## config.mk

```make
export PLATFORM = sky130hd
export DESIGN_NAME = flog_sequencer
export DESIGN_NICKNAME = d
export VERILOG_FILES = /design/src/rtl/core/flog_pkg.sv /design/src/rtl/core/flog_sequencer.sv
export SDC_FILE = /design/constraint.sdc
export NUM_CORES = 1
export LEC_CHECK = 0
export BUFFER_PORTS_ARGS = -buffer_cell sky130_fd_sc_hd__clkbuf_2
export CAP_MARGIN = 20
export CORE_ASPECT_RATIO = 0.9
export CORE_MARGIN = 2
export CORE_UTILIZATION = 34
export CTS_CLUSTER_DIAMETER = 80
export CTS_CLUSTER_SIZE = 40
export DETAILED_ROUTE_END_ITERATION = 16
export SKIP_LAST_GASP = 1
export SYNTH_ARGS = -nofsm -noshare
export SYNTH_HDL_FRONTEND = slang
export SYNTH_SLANG_ARGS = --single-unit
```

## constraint.sdc

```tcl
create_clock -name i_clk -period 2.45 [get_ports i_clk]
set_clock_uncertainty 0.2 [all_clocks]
set_input_delay 0.1225 -clock i_clk [delete_from_list [all_inputs] [get_ports i_clk]]
set_output_delay 0.1225 -clock i_clk [all_outputs]
set_load 0.005 [all_outputs]
```

## src/rtl/core/flog_pkg.sv

```systemverilog
// Shared types, codes and the control store for the flash record log.
// No dependencies; imported by the sequencer, the datapath and the top level.
package flog_pkg;

    typedef logic [4:0] t_step;

    localparam logic [2:0] ACT_SCAN     = 3'd0;
    localparam logic [2:0] ACT_WRITE    = 3'd1;
    localparam logic [2:0] ACT_RELIABLE = 3'd2;
    localparam logic [2:0] ACT_READ     = 3'd3;
    localparam logic [2:0] ACT_CLEAR    = 3'd4;

    localparam logic [1:0] CFG_RECORD_BYTES = 2'd0;
    localparam logic [1:0] CFG_SLOTS_IN_USE = 2'd1;
    localparam logic [1:0] CFG_ERASED_BYTE  = 2'd2;

    localparam t_step S_RST_SWEEP = 5'd0;
    localparam t_step S_IDLE      = 5'd1;
    localparam t_step S_SCAN_TEST = 5'd2;
    localparam t_step S_SCAN_CMP  = 5'd3;
    localparam t_step S_SCAN_NEXT = 5'd4;
    localparam t_step S_SCAN_END  = 5'd5;
    localparam t_step S_WR_CHECK  = 5'd6;
    localparam t_step S_WR_ERASE  = 5'd7;
    localparam t_step S_WR_SWEEP  = 5'd8;
    localparam t_step S_APP_RD    = 5'd9;
    localparam t_step S_APP_WR    = 5'd10;
    localparam t_step S_RW_RD     = 5'd11;
    localparam t_step S_RW_CMP    = 5'd12;
    localparam t_step S_RES_RD    = 5'd13;
    localparam t_step S_RES_EMIT  = 5'd14;
    localparam t_step S_CLR_SETUP = 5'd15;
    localparam t_step S_CLR_SWEEP = 5'd16;
    localparam t_step S_CLR_DONE  = 5'd17;

    typedef enum logic [1:0] {
        RD_NONE   = 2'd0,
        RD_PTR    = 2'd1,
        RD_IDX    = 2'd2,
        RD_PTR_M1 = 2'd3
    } t_rd_sel;

    typedef enum logic [1:0] {
        WR_NONE  = 2'd0,
        WR_FILL  = 2'd1,
        WR_MERGE = 2'd2
    } t_wr_sel;

    typedef enum logic [1:0] {
        IDX_HOLD = 2'd0,
        IDX_CLR  = 2'd1,
        IDX_INC  = 2'd2
    } t_idx_op;

    typedef enum logic [1:0] {
        PTR_HOLD     = 2'd0,
        PTR_CLR      = 2'd1,
        PTR_INC      = 2'd2,
        PTR_LOAD_IDX = 2'd3
    } t_ptr_op;

    typedef enum logic [2:0] {
        C_NEXT         = 3'd0,
        C_ALWAYS       = 3'd1,
        C_DISPATCH     = 3'd2,
        C_SWEEP_MORE   = 3'd3,
        C_IDX_GE_SLOTS = 3'd4,
        C_SLOT_ERASED  = 3'd5,
        C_NOT_FULL     = 3'd6,
        C_DIFF_LATEST  = 3'd7
    } t_cond;

    typedef struct packed {
        t_rd_sel rd;
        t_wr_sel wr;
        t_idx_op idx_op;
        t_ptr_op ptr_op;
        logic    fill_load;
        logic    set_erased;
        logic    set_wrote;
        logic    emit;
        t_cond   cond;
        t_step   target;
    } t_uword;

    typedef struct packed {
        logic sweep_more;
        logic idx_ge_slots;
        logic slot_erased;
        logic not_full;
        logic diff_latest;
    } t_dp_status;

    typedef struct packed {
        logic [3:0] record_bytes;
        logic [8:0] slots_in_use;
        logic [7:0] erased_byte;
    } t_cfg;

    localparam t_uword UW_NOP = '{
        rd: RD_NONE, wr: WR_NONE, idx_op: IDX_HOLD, ptr_op: PTR_HOLD,
        fill_load: 1'b0, set_erased: 1'b0, set_wrote: 1'b0, emit: 1'b0,
        cond: C_NEXT, target: S_IDLE
    };

    function automatic t_uword ucode(input t_step s);
        t_uword w;
        w = UW_NOP;
        case (s)
            S_RST_SWEEP: begin
                w.wr     = WR_FILL;
                w.idx_op = IDX_INC;
                w.cond   = C_SWEEP_MORE;
                w.target = S_RST_SWEEP;
            end
            S_IDLE: begin
                w.idx_op = IDX_CLR;
                w.cond   = C_DISPATCH;
                w.target = S_IDLE;
            end
            S_SCAN_TEST: begin
                w.rd     = RD_IDX;
                w.cond   = C_IDX_GE_SLOTS;
                w.target = S_SCAN_END;
            end
            S_SCAN_CMP: begin
                w.cond   = C_SLOT_ERASED;
                w.target = S_SCAN_END;
            end
            S_SCAN_NEXT: begin
                w.idx_op = IDX_INC;
                w.cond   = C_ALWAYS;
                w.target = S_SCAN_TEST;
            end
            S_SCAN_END: begin
                w.ptr_op = PTR_LOAD_IDX;
                w.cond   = C_ALWAYS;
                w.target = S_RES_RD;
            end
            S_WR_CHECK: begin
                w.cond   = C_NOT_FULL;
                w.target = S_APP_RD;
            end
            S_WR_ERASE: begin
                w.fill_load  = 1'b1;
                w.idx_op     = IDX_CLR;
                w.ptr_op     = PTR_CLR;
                w.set_erased = 1'b1;
            end
            S_WR_SWEEP: begin
                w.wr     = WR_FILL;
                w.idx_op = IDX_INC;
                w.cond   = C_SWEEP_MORE;
                w.target = S_WR_SWEEP;
            end
            S_APP_RD: begin
                w.rd = RD_PTR;
            end
            S_APP_WR: begin
                w.wr        = WR_MERGE;
                w.ptr_op    = PTR_INC;
                w.set_wrote = 1'b1;
                w.cond      = C_ALWAYS;
                w.target    = S_RES_RD;
            end
            S_RW_RD: begin
                w.rd = RD_PTR_M1;
            end
            S_RW_CMP: begin
                w.cond   = C_DIFF_LATEST;
                w.target = S_WR_CHECK;
            end
            S_RES_RD: begin
                w.rd = RD_PTR_M1;
            end
            S_RES_EMIT: begin
                w.emit   = 1'b1;
                w.cond   = C_ALWAYS;
                w.target = S_IDLE;
            end
            S_CLR_SETUP: begin
                w.fill_load  = 1'b1;
                w.idx_op     = IDX_CLR;
                w.ptr_op     = PTR_CLR;
                w.set_erased = 1'b1;
            end
            S_CLR_SWEEP: begin
                w.wr     = WR_FILL;
                w.idx_op = IDX_INC;
                w.cond   = C_SWEEP_MORE;
                w.target = S_CLR_SWEEP;
            end
            S_CLR_DONE: begin
                w.cond   = C_ALWAYS;
                w.target = S_RES_RD;
            end
            default: begin
                w.cond   = C_ALWAYS;
                w.target = S_IDLE;
            end
        endcase
        return w;
    endfunction

    function automatic t_step entry_step(input logic [2:0] action);
        t_step s;
        case (action)
            ACT_SCAN:     s = S_SCAN_TEST;
            ACT_WRITE:    s = S_WR_CHECK;
            ACT_RELIABLE: s = S_RW_RD;
            ACT_CLEAR:    s = S_CLR_SETUP;
            default:      s = S_RES_RD;
        endcase
        return s;
    endfunction

endpackage

```

## src/rtl/core/flog_sequencer.sv

```systemverilog
// Step counter and control store decode for the flash record log.
// Depends on flog_pkg for the control word, status and step codes.
module flog_sequencer
    import flog_pkg::*;
(
    input  logic       i_clk,
    input  logic       i_rst_n,
    input  logic       i_start,
    input  logic [2:0] i_action,
    input  t_dp_status i_status,
    output logic       o_busy,
    output logic       o_accept,
    output t_uword     o_uword
);

    t_step  r_pc;
    t_step  n_pc;
    t_uword uw;
    logic   cond_true;

    assign uw       = ucode(r_pc);
    assign o_uword  = uw;
    assign o_busy   = (r_pc != S_IDLE);
    assign o_accept = i_start && !o_busy;

    always_comb begin
        case (uw.cond)
            C_SWEEP_MORE:   cond_true = i_status.sweep_more;
            C_IDX_GE_SLOTS: cond_true = i_status.idx_ge_slots;
            C_SLOT_ERASED:  cond_true = i_status.slot_erased;
            C_NOT_FULL:     cond_true = i_status.not_full;
            C_DIFF_LATEST:  cond_true = i_status.diff_latest;
            C_ALWAYS:       cond_true = 1'b1;
            default:        cond_true = 1'b0;
        endcase
    end

    always_comb begin
        if (uw.cond == C_DISPATCH) begin
            n_pc = o_accept ? entry_step(i_action) : r_pc;
        end else if (cond_true) begin
            n_pc = uw.target;
        end else begin
            n_pc = r_pc + 5'd1;
        end
    end

    always_ff @(posedge i_clk) begin
        if (!i_rst_n) begin
            r_pc <= S_RST_SWEEP;
        end else begin
            r_pc <= n_pc;
        end
    end

endmodule

```

# Yosys cells after proc, flatten, opt, wreduce, memory -nomap -nowiden
# Cells that the tools add are included.
[classes]
reduce_logical = 11
add_sub_neg = 1
muxes = 13
eq_ne = 29
[op_table]
columns = ["operator", "count"]
rows = [
  ["case mux 8 bit (11 select lines)", 1],
  ["== test 5 x 4 -> 1 bit (second input constant)", 8],
  ["== test 5 x 3 -> 1 bit (second input constant)", 4],
  ["case mux 4 bit (4 select lines)", 1],
  ["== test 3 bit (second input constant)", 5],
  ["2-to-1 mux 5 bit", 3],
  ["case mux 2 bit (3 select lines)", 2],
  ["== test 5 x 2 -> 1 bit (second input constant)", 2],
  ["== test 5 bit (second input constant)", 2],
  ["== test 3 x 2 -> 1 bit (second input constant)", 3],
  ["OR reduction 3 bit", 3],
  ["case mux 2 bit (2 select lines)", 2],
  ["== test 3 x 1 -> 1 bit (second input constant)", 2],
  ["case mux 1 bit (6 select lines)", 1],
  ["adder 5 x 1 -> 5 bit (second input constant)", 1],
  ["== test 5 x 1 -> 1 bit (second input constant)", 1],
  ["logical NOT 5 bit", 1],
  ["!= test 5 x 1 -> 1 bit (second input constant)", 1],
  ["OR reduction 5 bit", 1],
  ["OR reduction 2 bit", 2],
  ["OR reduction 4 bit", 1],
  ["logical NOT 3 bit", 1],
  ["2-to-1 mux 1 bit", 2],
  ["2-to-1 mux 2 bit", 1],
  ["3 further kinds", 3],
]
[word_totals]
in_bits = 11
reg_bits = 5
out_inout_bits = 22
word_cells = 55

# Longest topological paths before layout
[depth]
ltp_word = 7
depth_mapped = 10

# Worst setup path before layout
# Ideal clock, no wire load.
[synth_path]
path_type = "register to register"
from = "register r_pc[3]"
to = "register r_pc[0]"
t_arrival_ns = 2.263
setup_time_ns = 0.133
stages_incl_launch_ff = 11
path_slack_ns = -0.146
cell_sequence = "dfxtp_1 -> buf_2 -> clkbuf_1 -> and3_1 -> ha_1 -> a311oi_1 -> a2bb2oi_1 -> o31ai_4 -> mux2i_4 -> mux2i_1 -> o22ai_1"
[synth_lines]
columns = ["item", "line", "rtl"]
rows = [
  ["start: declaration", "flog_sequencer.sv:16", "t_step r_pc;"],
  ["start signal: assignment", "flog_sequencer.sv:52", "r_pc <= n_pc;"],
]

# Worst setup path after layout
[layout_path]
from = "register r_pc[0]"
to = "register r_pc[1]"
[layout_via]
elab_chain_cells = 7
word_cells_on_any_way = 35
classes_between = "1 x add/sub; 25 x eq/ne; 4 x mux; 5 x reduce/logical"
[layout_rtl]
columns = ["item", "line", "rtl"]
rows = [
  ["== test 5 x 4 -> 1 bit (tied with other cells)", "flog_pkg.sv:109", "case (s)"],
  ["OR reduction 5 bit (no line) / OR reduction 3 bit (equally long branches)", "-", ""],
  ["case mux 8 bit (11 select lines)", "flog_pkg.sv:109", ""],
  ["== test 3 x 1 -> 1 bit (tied with other cells)", "flog_sequencer.sv:27", "case (uw.cond)"],
  ["case mux 1 bit (6 select lines)", "flog_sequencer.sv:27", ""],
  ["2-to-1 mux 5 bit", "flog_sequencer.sv:41", "end else if (cond_true) begin"],
  ["2-to-1 mux 5 bit", "flog_sequencer.sv:39", "if (uw.cond == C_DISPATCH) begin"],
]
# Several ways; a longest one is shown, not always the timed one.
# A chain may end at the register's enable or synchronous reset.

==> qor.csv <==
metric;value;unit
synth_area;862;µm²
syn_avg_cell_area;6.95;µm²
path_class;flip-flop to flip-flop;
drv_slew;0;
min-delay-start;i_action[2];
synth_ff_type;dfxtp_1;
max-clock-path-buffers;2;
arrival;2.43;ns
final_common_cell;clkbuf_2;
r2r_end;r_pc[1];
layout_common_cells;clkbuf_2 (32), buf_4 (30), nor2_1 (17);
dr_total_vias;1105;
synth_cells;124;
dr_wl_met3;126;µm
first_iter_violations;29;
io_buffers;32;
route.detailed.drc;0;
diodes;0;
worstMarginPinSlew;0.357;ns
setup_tns;-0.0531;ns
critPathTopFamily;compound AO/OA/AOI/OAI gates;
cts_tree;built;
top_register;r_pc;
yosysWarnings;0;
worst_slack;-0.0267;ns
r2r-start;r_pc[0];
whs;0.0350;ns
violations;setup timing;
top_regs;r_pc x5;
firstDrtPassIters;4;
synth_cell_types;40;
die_height;51.8;µm
grt_max_degree;16;
ys_seq_elements;5;
drive_above_1_share;46.4;%
globalplace.congestion;0.851;
netlist_top_cells_area;dfxtp_1 (12%), nor2_1 (7.4%), ha_1 (7.3%), nand2_1 (6.1%), o21ai_0 (5.8%);
grt_pass1_vias;1072;
power_density;1140;mW/mm²
power.leakage;0.663;nW
met2_length;1490;µm
grt_usage;20.1;%
synth_edf_count;0;
holdPathStages;3;
wl;2940;µm
wl_per_cell;13.9;µm
setup_violations;3;
dp.cells;205;
end_kind;flip-flop;
area_growth;58.2;%
worst_ep_required_time;2.41;ns
cts_made_buffers;3;
wl_met1;1280;µm
yosysTopAreaCellShare;11.6;%
peakVddDrop;0.000572;V
worstSkewPairLatency;0.25;ns
grt_setup_unrepaired;yes;
top_layer_used;met4;
antenna_found_initial;0;
grt_pass1_wl;4680;µm
status;finished with violations;
slowest_delay;0.37;ns
synthArstFlopShare;0;%
fmax;0.404;GHz
die_w;57.1;µm
critPathLaunchType;flip-flop;
cap_violations;0;
reg2reg_depth;10;
finish.net_count;200;
largest_reg_flops;5;
cts_sinks;5;
rows;17;
crit_top_cell;ha_4;
fillers;234;
start_util;35.6;%
critical_path.slowest_cell;mux2i_4;
final-instance-count-excl-fill;211;
path_clk_slew;0.04;ns
ctsRootBufferMaster;clkbuf_4;
holdPathEnd;r_pc[2];
io_pins;33;
finalCritPeriodShare;101;%
cp_max_fo;6;
vias_per_cell;5.24;
final_antenna_net_count;0;
min_period;2.48;ns
overflow;0;
die-area;0.00295;mm²
cp.buffers_inverters;1;
hold_class;input port to flip-flop;
synth_top_area_cell;dfxtp_1;
htreeDepth;1;
relSlewSlack;76.0;%
core;0.00242;mm²
syn_nets;140;
crit_chain;ha_4 > and3_4 > ha_4 > a311oi_4 > a2bb2oi_2 > o31ai_4 > mux2i_4 > buf_6 > nor2_1 > a211oi_1;
yosysSeqAreaShare;11.6;%
finalHoldViolations;0;
r2r_setup_slack;-0.03;ns
dp_hpwl;2390;µm
[power breakdown]
part | total [mW] | switching (mW) | leakage [nW] | internal [mW]
combinational | 1.30 | 0.644 | 0.605 | 0.653
clock | 0.0974 | 0.0357 | 0.0150 | 0.0617
sequential | 0.154 | 0.0407 | 0.0424 | 0.113
total | 1.55 | 0.720 | 0.663 | 0.828
[worst max-delay path by stage]
stage | slack, ns | start | cells after the start | end
5_1_grt | -0.15 | r_pc[0] | 9 | r_pc[0]
3_5_place_dp | -0.17 | r_pc[1] | 10 | r_pc[1]
6_report | -0.03 | r_pc[0] | 10 | r_pc[1]
3_3_place_gp | -0.13 | r_pc[1] | 9 | r_pc[2]
4_1_cts | -0.04 | r_pc[0] | 9 | r_pc[0]
2_1_floorplan | -0.03 | r_pc[3] | 10 | r_pc[0]
[Yosys cell counts, types with 2 or more instances]
| library cell | instances |
|---|---|
| mux2i_1 | 4 |
| nand3_1 | 4 |
| nor2b_1 | 4 |
| a311oi_1 | 3 |
| nor2_1 | 17 |
| o22ai_1 | 2 |
| buf_2 | 4 |
| o211ai_1 | 3 |
| xnor2_1 | 2 |
| a21oi_1 | 8 |
| clkbuf_1 | 2 |
| a31oi_1 | 2 |
| nand2_1 | 14 |
| dfxtp_1 | 5 |
| o21ai_0 | 10 |
| nand2b_1 | 4 |
| ha_1 | 5 |
| buf_4 | 2 |
| inv_1 | 8 |
[worst register-to-register path, stage by stage, from the launching register on]
cell	delay, ns
dfxtp_4	0.36
ha_4	0.16
and3_4	0.18
ha_4	0.16
a311oi_4	0.22
a2bb2oi_2	0.11
o31ai_4	0.31
mux2i_4	0.37
buf_6	0.15
nor2_1	0.03
a211oi_1	0.16
[logic make-up (layout without fill, tap and decap cells)]
kind of cell    after synthesis  after routing  synth area share (%)
buf+inv                      18             77                  10.2
mux                           6              6                  9.00
simple gates                 48             48                  25.5
compound gates               40             40                  34.4
flops                         5              5                  11.6
fa+ha+maj                     5              5                  7.26
xor+xnor                      2              2                  2.03
[cell type report]
type / count / area [µm²] / area share (%)
multi-input combinational: 101 / 754 / 55.3
timing repair buffer: 64 / 407 / 29.8
clock buffer: 4 / 26.3 / 1.93
inverter: 9 / 35.0 / 2.57
tap: 28 / 35.0 / 2.57
sequential: 5 / 106 / 7.80
[metal layers]
layer / vias to the layer above / track usage (%)
met2: 36 / 36.2
met5: - / 0
met4: 0 / 10.5
met1: 504 / 23.1
li1: 558 / -
met3: 7 / 2.74
[per-stage QoR]
step	utilization (%)	cell area, µm²	power, mW	worst slack, ns
finish	56.2	1360	1.55	-0.0267
global route	56.2	1360	1.69	-0.153
CTS	54.6	1330	1.50	-0.0397
detailed placement	52.5	1270	1.37	-0.166
global placement	52.5	1270	1.36	-0.128
floorplan	-	930	0.914	-0.0281
[timing repair]
item                       in CTS  in global routing
setup buffers                   1                  0
gates resized for setup         5                  7
hold buffers                    1                  0
hold endpoints to repair        5                  0
pin swaps                       6                  2
setup endpoints to repair       5                  5
Note: power is estimated with default switching activity, not from simulation.
